[config.mk]
export PLATFORM = sky130hd
export DESIGN_NAME = allocation_tracking_table
export DESIGN_NICKNAME = d
export VERILOG_FILES = /design/src/hw/rtl/att_pkg.sv /design/src/hw/rtl/att_front.sv /design/src/hw/rtl/att_cmdq.sv /design/src/hw/rtl/att_back.sv /design/src/hw/rtl/allocation_tracking_table.sv
export SDC_FILE = /design/constraint.sdc
export NUM_CORES = 2
export LEC_CHECK = 0
export CAP_MARGIN = 15
export CORE_MARGIN = 2
export CORE_UTILIZATION = 50
export DETAILED_ROUTE_END_ITERATION = 16
export DONT_BUFFER_PORTS = 1
export PLACE_DENSITY = 0.73
export SLEW_MARGIN = 10
export SYNTH_ARGS = -nofsm -noshare
export SYNTH_HDL_FRONTEND = slang
export SYNTH_SLANG_ARGS = --single-unit
[constraint.sdc]
create_clock -name clk -period 27.6 [get_ports clk]
set_clock_uncertainty 0.1 [all_clocks]
set_input_delay 4.14 -clock clk [delete_from_list [all_inputs] [get_ports clk]]
set_output_delay 4.14 -clock clk [all_outputs]
set_load 0.01 [all_outputs]
[src/hw/rtl/att_pkg.sv]
// att_pkg: shared types, request and status codes for the allocation tracking table
// used by att_front, att_cmdq, att_back and allocation_tracking_table
`default_nettype none

package att_pkg;

    // default number of table slots
    localparam int TABLE_DEPTH_DEF = 32;

    // depth of the command queue between front and back
    localparam int CMDQ_DEPTH = 2;

    // request codes
    localparam logic [1:0] REQ_ALLOC  = 2'd0;
    localparam logic [1:0] REQ_FREE   = 2'd1;
    localparam logic [1:0] REQ_REPORT = 2'd2;

    // result status codes
    localparam logic [2:0] ST_OK        = 3'd0;
    localparam logic [2:0] ST_FULL      = 3'd1;
    localparam logic [2:0] ST_MISMATCH  = 3'd2;
    localparam logic [2:0] ST_NOT_ALLOC = 3'd3;
    localparam logic [2:0] ST_LEAK      = 3'd4;
    localparam logic [2:0] ST_DONE      = 3'd5;

    // request item
    typedef struct packed {
        logic [1:0]  req_type;
        logic [47:0] address;
        logic [31:0] block_size;
        logic        is_array;
        logic [19:0] source_line;
    } req_t;

    // result item
    typedef struct packed {
        logic [2:0]  status;
        logic [47:0] entry_address;
        logic [31:0] entry_size;
        logic        entry_is_array;
        logic [19:0] entry_line;
        logic        last;
    } rsp_t;

    // one stored allocation record
    typedef struct packed {
        logic [47:0] address;
        logic [31:0] size;
        logic        is_array;
        logic [19:0] line;
    } entry_t;

    // command classes decided by the front
    typedef enum logic [2:0] {
        CMD_ALLOC,
        CMD_ECHO,
        CMD_FREE,
        CMD_MISS,
        CMD_REPORT
    } cmd_kind_t;

    // classified command handed to the back
    typedef struct packed {
        cmd_kind_t   kind;
        logic [47:0] address;
        logic [31:0] block_size;
        logic        is_array;
        logic [19:0] source_line;
    } cmd_t;

endpackage

`default_nettype wire

[src/hw/rtl/att_front.sv]
// att_front: request register and classification into table commands
// depends on att_pkg
`default_nettype none

module att_front (
    input  wire logic          clk,
    input  wire logic          rst_n,
    input  wire logic          req_valid,
    output logic               req_stall,
    input  wire att_pkg::req_t req_data,
    output logic               cmd_valid,
    input  wire logic          cmd_ready,
    output att_pkg::cmd_t      cmd_data
);

    logic              cmd_valid_reg;
    logic              cmd_valid_next;
    att_pkg::cmd_t     cmd_reg;
    att_pkg::cmd_t     cmd_next;
    att_pkg::cmd_kind_t kind;
    logic              kind_ok;
    logic              accept;

    // hold off new requests only while the held command cannot move on
    assign req_stall = cmd_valid_reg && !cmd_ready;
    assign accept    = req_valid && !req_stall;

    // classify the request; zero addresses never reach the table
    always_comb
    begin
        kind_ok = 1'b1;
        kind    = att_pkg::CMD_ALLOC;
        case (req_data.req_type)
            att_pkg::REQ_ALLOC:
            begin
                kind = (req_data.address == 48'd0) ? att_pkg::CMD_ECHO : att_pkg::CMD_ALLOC;
            end
            att_pkg::REQ_FREE:
            begin
                kind = (req_data.address == 48'd0) ? att_pkg::CMD_MISS : att_pkg::CMD_FREE;
            end
            att_pkg::REQ_REPORT:
            begin
                kind = att_pkg::CMD_REPORT;
            end
            default:
            begin
                kind_ok = 1'b0;
            end
        endcase
    end

    // next command and its valid flag
    always_comb
    begin
        cmd_next.kind        = kind;
        cmd_next.address     = req_data.address;
        cmd_next.block_size  = req_data.block_size;
        cmd_next.is_array    = req_data.is_array;
        cmd_next.source_line = req_data.source_line;
        if (accept && kind_ok)
        begin
            cmd_valid_next = 1'b1;
        end
        else if (cmd_ready)
        begin
            cmd_valid_next = 1'b0;
        end
        else
        begin
            cmd_valid_next = cmd_valid_reg;
        end
    end

    // control register
    always_ff @(posedge clk or negedge rst_n)
    begin
        if (!rst_n)
        begin
            cmd_valid_reg <= 1'b0;
        end
        else
        begin
            cmd_valid_reg <= cmd_valid_next;
        end
    end

    // payload register
    always_ff @(posedge clk)
    begin
        if (accept && kind_ok)
        begin
            cmd_reg <= cmd_next;
        end
    end

    assign cmd_valid = cmd_valid_reg;
    assign cmd_data  = cmd_reg;

endmodule

`default_nettype wire

[src/hw/rtl/att_cmdq.sv]
// att_cmdq: short command queue between the front and the table engine
// depends on att_pkg
`default_nettype none

module att_cmdq (
    input  wire logic          clk,
    input  wire logic          rst_n,
    input  wire logic          push_valid,
    output logic               push_ready,
    input  wire att_pkg::cmd_t push_data,
    output logic               pop_valid,
    input  wire logic          pop,
    output att_pkg::cmd_t      pop_data
);

    localparam int DEPTH = att_pkg::CMDQ_DEPTH;
    localparam int PTR_W = (DEPTH > 1) ? $clog2(DEPTH) : 1;
    localparam int CNT_W = $clog2(DEPTH + 1);

    att_pkg::cmd_t    q_mem [DEPTH];
    logic [PTR_W-1:0] wr_ptr_reg;
    logic [PTR_W-1:0] wr_ptr_next;
    logic [PTR_W-1:0] rd_ptr_reg;
    logic [PTR_W-1:0] rd_ptr_next;
    logic [CNT_W-1:0] count_reg;
    logic [CNT_W-1:0] count_next;
    logic             do_push;
    logic             do_pop;

    assign push_ready = (count_reg != CNT_W'(DEPTH));
    assign pop_valid  = (count_reg != '0);
    assign pop_data   = q_mem[rd_ptr_reg];
    assign do_push    = push_valid && push_ready;
    assign do_pop     = pop && pop_valid;

    // pointer and fill count update
    always_comb
    begin
        wr_ptr_next = wr_ptr_reg;
        rd_ptr_next = rd_ptr_reg;
        count_next  = count_reg;
        if (do_push)
        begin
            wr_ptr_next = (wr_ptr_reg == PTR_W'(DEPTH - 1)) ? '0 : wr_ptr_reg + PTR_W'(1);
        end
        if (do_pop)
        begin
            rd_ptr_next = (rd_ptr_reg == PTR_W'(DEPTH - 1)) ? '0 : rd_ptr_reg + PTR_W'(1);
        end
        if (do_push && !do_pop)
        begin
            count_next = count_reg + CNT_W'(1);
        end
        else if (do_pop && !do_push)
        begin
            count_next = count_reg - CNT_W'(1);
        end
    end

    // control registers
    always_ff @(posedge clk or negedge rst_n)
    begin
        if (!rst_n)
        begin
            wr_ptr_reg <= '0;
            rd_ptr_reg <= '0;
            count_reg  <= '0;
        end
        else
        begin
            wr_ptr_reg <= wr_ptr_next;
            rd_ptr_reg <= rd_ptr_next;
            count_reg  <= count_next;
        end
    end

    // queue storage
    always_ff @(posedge clk)
    begin
        if (do_push)
        begin
            q_mem[wr_ptr_reg] <= push_data;
        end
    end

endmodule

`default_nettype wire

[src/hw/rtl/att_back.sv]
// att_back: table engine; slot memory, valid bits, slot scan and result register
// depends on att_pkg
`default_nettype none

module att_back #(
    parameter int TABLE_DEPTH = att_pkg::TABLE_DEPTH_DEF
) (
    input  wire logic          clk,
    input  wire logic          rst_n,
    input  wire logic          cmd_valid,
    output logic               cmd_pop,
    input  wire att_pkg::cmd_t cmd_data,
    output logic               rsp_valid,
    input  wire logic          rsp_stall,
    output att_pkg::rsp_t      rsp_data
);

    localparam int IDX_W = (TABLE_DEPTH > 1) ? $clog2(TABLE_DEPTH) : 1;
    localparam int CNT_W = $clog2(TABLE_DEPTH + 1);

    typedef enum logic {
        S_IDLE,
        S_SCAN
    } state_t;

    state_t                 state_reg;
    att_pkg::cmd_t          cmd_reg;
    logic [TABLE_DEPTH-1:0] valid_reg;
    logic [CNT_W-1:0]       rd_idx_reg;
    logic [IDX_W-1:0]       chk_idx_reg;
    logic                   chk_vld_reg;
    att_pkg::entry_t        rd_data_reg;
    logic                   out_valid_reg;
    att_pkg::rsp_t          out_reg;
    att_pkg::entry_t        slot_mem [TABLE_DEPTH];

    logic             scan;
    logic             out_free;
    logic             at_end;
    logic [IDX_W-1:0] idx;
    logic             chk_hit;
    logic             addr_match;
    logic             kind_diff;
    logic             res_fire;
    att_pkg::rsp_t    res;
    logic             done;
    logic             stage_free;
    logic             issue;
    logic             wr_en;
    logic             clr_en;
    att_pkg::entry_t  wr_entry;

    assign scan       = (state_reg == S_SCAN);
    assign out_free   = !out_valid_reg || !rsp_stall;
    assign at_end     = (rd_idx_reg == CNT_W'(TABLE_DEPTH));
    assign idx        = rd_idx_reg[IDX_W-1:0];
    assign chk_hit    = chk_vld_reg && valid_reg[chk_idx_reg];
    assign addr_match = (rd_data_reg.address == cmd_reg.address);
    assign kind_diff  = (rd_data_reg.is_array != cmd_reg.is_array);
    assign cmd_pop    = (state_reg == S_IDLE) && cmd_valid;

    assign wr_entry.address  = cmd_reg.address;
    assign wr_entry.size     = cmd_reg.block_size;
    assign wr_entry.is_array = cmd_reg.is_array;
    assign wr_entry.line     = cmd_reg.source_line;

    // per-cycle scan decision: one slot issued, one slot checked
    always_comb
    begin
        res        = '0;
        res.last   = 1'b1;
        res_fire   = 1'b0;
        done       = 1'b0;
        stage_free = 1'b0;
        wr_en      = 1'b0;
        clr_en     = 1'b0;
        case (cmd_reg.kind)
            att_pkg::CMD_ECHO:
            begin
                res.status         = att_pkg::ST_OK;
                res.entry_address  = cmd_reg.address;
                res.entry_size     = cmd_reg.block_size;
                res.entry_is_array = cmd_reg.is_array;
                res.entry_line     = cmd_reg.source_line;
                res_fire           = scan && out_free;
                done               = res_fire;
            end
            att_pkg::CMD_MISS:
            begin
                res.status        = att_pkg::ST_NOT_ALLOC;
                res.entry_address = cmd_reg.address;
                res_fire          = scan && out_free;
                done              = res_fire;
            end
            att_pkg::CMD_ALLOC:
            begin
                res.status         = at_end ? att_pkg::ST_FULL : att_pkg::ST_OK;
                res.entry_address  = cmd_reg.address;
                res.entry_size     = cmd_reg.block_size;
                res.entry_is_array = cmd_reg.is_array;
                res.entry_line     = cmd_reg.source_line;
                if (at_end || !valid_reg[idx])
                begin
                    res_fire = scan && out_free;
                    done     = res_fire;
                    wr_en    = res_fire && !at_end;
                end
                else
                begin
                    stage_free = 1'b1;
                end
            end
            att_pkg::CMD_FREE:
            begin
                if (chk_hit && addr_match)
                begin
                    res.status         = kind_diff ? att_pkg::ST_MISMATCH : att_pkg::ST_OK;
                    res.entry_address  = rd_data_reg.address;
                    res.entry_size     = rd_data_reg.size;
                    res.entry_is_array = rd_data_reg.is_array;
                    res.entry_line     = rd_data_reg.line;
                    res_fire           = scan && out_free;
                    done               = res_fire;
                    clr_en             = res_fire && !kind_diff;
                end
                else if (!chk_vld_reg && at_end)
                begin
                    res.status        = att_pkg::ST_NOT_ALLOC;
                    res.entry_address = cmd_reg.address;
                    res_fire          = scan && out_free;
                    done              = res_fire;
                end
                else
                begin
                    stage_free = 1'b1;
                end
            end
            att_pkg::CMD_REPORT:
            begin
                if (chk_hit)
                begin
                    res.status         = att_pkg::ST_LEAK;
                    res.entry_address  = rd_data_reg.address;
                    res.entry_size     = rd_data_reg.size;
                    res.entry_is_array = rd_data_reg.is_array;
                    res.entry_line     = rd_data_reg.line;
                    res.last           = 1'b0;
                    res_fire           = scan && out_free;
                    stage_free         = res_fire;
                end
                else if (!chk_vld_reg && at_end)
                begin
                    res.status = att_pkg::ST_DONE;
                    res_fire   = scan && out_free;
                    done       = res_fire;
                end
                else
                begin
                    stage_free = 1'b1;
                end
            end
            default:
            begin
                done = scan;
            end
        endcase
        issue = scan && stage_free && !at_end && !done;
    end

    // state, scan pointers, valid bits and result register
    always_ff @(posedge clk or negedge rst_n)
    begin
        if (!rst_n)
        begin
            state_reg     <= S_IDLE;
            valid_reg     <= '0;
            rd_idx_reg    <= '0;
            chk_idx_reg   <= '0;
            chk_vld_reg   <= 1'b0;
            out_valid_reg <= 1'b0;
            out_reg       <= '0;
        end
        else
        begin
            case (state_reg)
                S_IDLE:
                begin
                    if (cmd_valid)
                    begin
                        state_reg   <= S_SCAN;
                        rd_idx_reg  <= '0;
                        chk_vld_reg <= 1'b0;
                    end
                end
                S_SCAN:
                begin
                    if (done)
                    begin
                        state_reg <= S_IDLE;
                    end
                    if (issue)
                    begin
                        chk_idx_reg <= idx;
                        chk_vld_reg <= 1'b1;
                        rd_idx_reg  <= rd_idx_reg + CNT_W'(1);
                    end
                    else if (stage_free)
                    begin
                        chk_vld_reg <= 1'b0;
                    end
                end
                default:
                begin
                    state_reg <= S_IDLE;
                end
            endcase
            if (wr_en)
            begin
                valid_reg[idx] <= 1'b1;
            end
            if (clr_en)
            begin
                valid_reg[chk_idx_reg] <= 1'b0;
            end
            if (res_fire)
            begin
                out_valid_reg <= 1'b1;
                out_reg       <= res;
            end
            else if (!rsp_stall)
            begin
                out_valid_reg <= 1'b0;
            end
        end
    end

    // command capture
    always_ff @(posedge clk)
    begin
        if (cmd_pop)
        begin
            cmd_reg <= cmd_data;
        end
    end

    // slot memory, one write and one registered read a cycle
    always_ff @(posedge clk)
    begin
        if (wr_en)
        begin
            slot_mem[idx] <= wr_entry;
        end
        if (issue)
        begin
            rd_data_reg <= slot_mem[idx];
        end
    end

    assign rsp_valid = out_valid_reg;
    assign rsp_data  = out_reg;

endmodule

`default_nettype wire

[src/hw/rtl/allocation_tracking_table.sv]
// allocation_tracking_table: top level joining front, command queue and table engine
// depends on att_pkg, att_front, att_cmdq, att_back
`default_nettype none

// Tracks up to TABLE_DEPTH allocation records. Requests go through a front
// register and a two-entry command queue into a table engine that walks the
// slot memory one slot per cycle, unless a report waits on a stalled result
// side, through its single read port. An allocate stops at the lowest free
// slot, a free at the first matching slot, and a report walks every slot; an
// allocate or free of address zero is answered without walking the table.
// Requests of type three are dropped with no result. A report returns one
// leak result per valid slot in slot order with last low, then a done result
// with last high. No clearing pass is needed after reset: only the valid bits
// are cleared.
module allocation_tracking_table #(
    parameter int TABLE_DEPTH = att_pkg::TABLE_DEPTH_DEF
) (
    input  wire logic          clk,
    input  wire logic          rst_n,
    input  wire logic          req_valid,
    output logic               req_stall,
    input  wire att_pkg::req_t req_data,
    output logic               rsp_valid,
    input  wire logic          rsp_stall,
    output att_pkg::rsp_t      rsp_data
);

    logic          f_valid;
    logic          f_ready;
    att_pkg::cmd_t f_data;
    logic          q_valid;
    logic          q_pop;
    att_pkg::cmd_t q_data;

    // request register and classification
    att_front u_front (
        .clk       (clk),
        .rst_n     (rst_n),
        .req_valid (req_valid),
        .req_stall (req_stall),
        .req_data  (req_data),
        .cmd_valid (f_valid),
        .cmd_ready (f_ready),
        .cmd_data  (f_data)
    );

    // command queue
    att_cmdq u_cmdq (
        .clk        (clk),
        .rst_n      (rst_n),
        .push_valid (f_valid),
        .push_ready (f_ready),
        .push_data  (f_data),
        .pop_valid  (q_valid),
        .pop        (q_pop),
        .pop_data   (q_data)
    );

    // table engine
    att_back #(
        .TABLE_DEPTH (TABLE_DEPTH)
    ) u_back (
        .clk       (clk),
        .rst_n     (rst_n),
        .cmd_valid (q_valid),
        .cmd_pop   (q_pop),
        .cmd_data  (q_data),
        .rsp_valid (rsp_valid),
        .rsp_stall (rsp_stall),
        .rsp_data  (rsp_data)
    );

`ifndef SYNTHESIS
    // the engine only takes a command that the queue holds
    assert property (@(posedge clk) disable iff (!rst_n) q_pop |-> q_valid)
        else $error("command taken from an empty queue");

    // only leak results leave last low
    assert property (@(posedge clk) disable iff (!rst_n)
        rsp_valid && !rsp_data.last |-> rsp_data.status == att_pkg::ST_LEAK)
        else $error("non-final result with a status other than leak");

    // a done marker always closes its report
    assert property (@(posedge clk) disable iff (!rst_n)
        rsp_valid && rsp_data.status == att_pkg::ST_DONE |-> rsp_data.last)
        else $error("report done without last");
`endif

endmodule

`default_nettype wire

==> flow_metrics.env <==
export IMPL_status="complete, no violations"
export IMPL_finalMaxSlewViolations=0
export IMPL_relSlewSlack_pct=16.6
export IMPL_regMostFlops="u_back.slot_mem"
export IMPL_synth_cell_types=56
export IMPL_root_buffer="clkbuf_16"
export IMPL_synth_avg_cell_area_um2=22.8
export IMPL_ir_drop_v=0.0000794
export IMPL_synth_seq_cells=3905
export IMPL_yosys_warnings=0
export IMPL_ys_top_cells_by_area="edfxtp_1 77%, mux4_2 13%, dfrtp_1 2.7%"
export IMPL_worst_ep_arrival_time_ns=8.29
export IMPL_via_count=70000
export IMPL_worstMarginPinSlew_ns=1.25
export IMPL_grt_pass1_wl_um=515000
export IMPL_cts_made_buffers=379
export IMPL_final_cell_mix="3749 x edfxtp_1, 808 x mux4_2, 509 x a22oi_1"
export IMPL_power_density_nw_per_um2=97.3
export IMPL_htree_levels=5
export IMPL_finalSetupViolCount=0
export IMPL_largest_reg_flops=3232
export IMPL_switching_share_pct=27.8
export IMPL_power_internal_w=0.0115
export IMPL_met1_length_um=135000
export IMPL_synthesis_area_um2=145000
export IMPL_synthesis_nets=6484
export IMPL_drtAntennaViolNets=0
export IMPL_fin_util_pct=56.6
export IMPL_finalHoldViolations=0
export IMPL_mostFrequentLayoutCell="edfxtp_1"
export IMPL_dr_max_layer_used="met5"
export IMPL_grt_remaining_overflow=0
export IMPL_layout_drive_gt1_share_pct=25.3
export IMPL_die_h_um=543
export IMPL_die_area_um2=295000
export IMPL_globalplace_congestion=0.876
export IMPL_synthFlopType="edfxtp_1"
export IMPL_finalNetCount=6734
export IMPL_p_leak_nw=50.1
export IMPL_synth_top_area_share_pct=77.5
export IMPL_cts_tree="done"
export IMPL_min_path_type="flip-flop to flip-flop"
export IMPL_seq_area_frac_synth_pct=80.2
export IMPL_clock_path_buffers=4
export IMPL_start_util_pct=50.3
export IMPL_clkLatencyLatePin_ns=0.94
export IMPL_synthCells=6372
export IMPL_timing_final_crit_share_pct=28.6
export IMPL_post_cts_buffers=0
export IMPL_wl_per_cell_um=33.3
export IMPL_drc=0
export IMPL_antenna_found_initial=13
export IMPL_post_dp_hpwl_um=198000
export IMPL_clkPwrFrac_pct=32.4
export IMPL_switchingPower_w=0.00441
export IMPL_clkSinkCount=3905
export IMPL_synth_edf_count=3749
export IMPL_ioPinCount=214
export IMPL_grt_pass1_vias=70700
export IMPL_portBuffers=0
export IMPL_crit_fanout=53
export IMPL_async_flop_share_pct=3.99
export IMPL_dr_wl_met2_um=176000
export IMPL_drt_initial_drc_count=10400
export IMPL_fin_tns_setup_ns=0
export IMPL_seqPwrFrac_pct=50.1
export IMPL_cts_resized=0
export IMPL_yosys_area_top_type="edfxtp_1"
export IMPL_fillers=20200
export IMPL_worstPathRequired_ns=28.01
export IMPL_clkSlewWorstSetupHoldPaths_ns=0.06
export IMPL_period_needed_ns=7.88
export IMPL_maxCapViolCount=0
export IMPL_first_pass_iters=6
export IMPL_crit_type="input port to flip-flop"
export IMPL_via_per_inst=6.46
export IMPL_combPwrFrac_pct=17.5
export IMPL_core_area_um2=289000
export IMPL_ctsHoldBuffers=0
export IMPL_fmax_mhz=127
export IMPL_wl_um=361000
export IMPL_rsz0062_at_grt="no"
export IMPL_die_x_um=543
export IMPL_start_kind="input port"
export IMPL_met3_length_um=35900
export IMPL_grt_max_degree=157
export IMPL_track_usage_pct=24.3
export IMPL_worstSetupEndpointType="flip-flop"
export IMPL_rows=197
export IMPL_area_growth_pct=12.4
## through the flow
stage / setup slack, ns / power, W / hold WS [ns] / std cells / instance area, um^2
2_1_floorplan: 12.10 / 0.00969 / 0.321 / 6372 / 145000
3_3_place_gp: 18.76 / 0.0107 / 0.322 / 10100 / 151000
3_5_place_dp: 18.70 / 0.0108 / 0.330 / 10100 / 151000
4_1_cts: 19.70 / 0.0159 / 0.339 / 10800 / 163000
5_1_grt: 19.43 / 0.0164 / 0.351 / 10800 / 163000
6_report: 19.72 / 0.0159 / 0.337 / 10800 / 163000
## worst max-delay path, stage by stage
cell and delay, ns:
nand2_1 0.23, nand2_1 0.18, nor4_1 0.75, o21ai_2 0.35, nor2_2 0.18, buf_4 0.41
and3_4 0.97, buf_4 1.00
## routing by layer
metal  vias up  global-route usage, %
met5         -                      0
met4         4                   8.42
met3       617                   4.61
met2      4372                   39.2
met1     37300                   33.6
li1      27700                      -
## final timing paths
| check | from | end | slack (ns) | depth (start not counted) |
|---|---|---|---|---|
| min reg2reg | u_front.cmd_data[14] | u_cmdq.q_mem[1][14] | 0.34 | 0 |
| max reg2reg | u_back.rd_idx_reg[0] | u_back.rd_data_reg[4] | 20.24 | 9 |
| min | u_front.cmd_data[14] | u_cmdq.q_mem[1][14] | 0.34 | 0 |
| min in group asynchronous | rst_n | u_back.rsp_data[32] | 2.77 | 0 |
| max in group asynchronous | rst_n | u_cmdq.rd_ptr_reg | 24.17 | 0 |
| max | rsp_stall | u_back.slot_mem[6][82] | 19.72 | 8 |
## kinds of logic (layout without fill, tap and decap cells)
kind of cell    Yosys count  count (layout)  share of synthesized area [%]
compound gates          693             693                           3.34
xor+xnor                 54              54                          0.325
fa+ha+maj                 5               5                         0.0430
buf+inv                 363             930                           1.02
flops                  3905            3905                           80.2
mux                     958             958                           13.7
other cells               0               3                              0
simple gates            394             394                           1.45
## power groups by stage
stage / Clock, W / Sequential [W] / Combinational (W)
global placement: 0 / 0.00809 / 0.00265
detailed placement: 0 / 0.00812 / 0.00273
CTS: 0.00520 / 0.00800 / 0.00274
finish: 0.00515 / 0.00795 / 0.00279
global route: 0.00543 / 0.00800 / 0.00296
floorplan: 0 / 0.00815 / 0.00153
## cells in the mapped netlist, types with 31 or more instances
| master | number |
|---|---|
| mux4_2 | 808 |
| edfxtp_1 | 3749 |
| a22oi_1 | 509 |
| nor2_1 | 44 |
| dfrtp_1 | 156 |
| mux2_2 | 104 |
| o21ai_1 | 101 |
| nor4_1 | 33 |
| xor2_1 | 50 |
| buf_1 | 94 |
| nand4_1 | 108 |
| clkbuf_1 | 222 |
| a21oi_1 | 31 |
| nand2_1 | 133 |
| mux2i_1 | 38 |
## layout make-up
type | instances | area, um^2 | share of cell area, %
Multi-Input combinational cell | 2104 | 27700 | 16.9
Timing Repair Buffer | 222 | 1870 | 1.15
Sequential cell | 3905 | 116000 | 71.3
Clock buffer | 473 | 10100 | 6.16
Clock inverter | 225 | 2330 | 1.43
Inverter | 10 | 50.0 | 0.0306
Tap cell | 3880 | 4850 | 2.97
Antenna cell | 3 | 7.51 | 0.00460
Power figures use the tool's default switching activity.
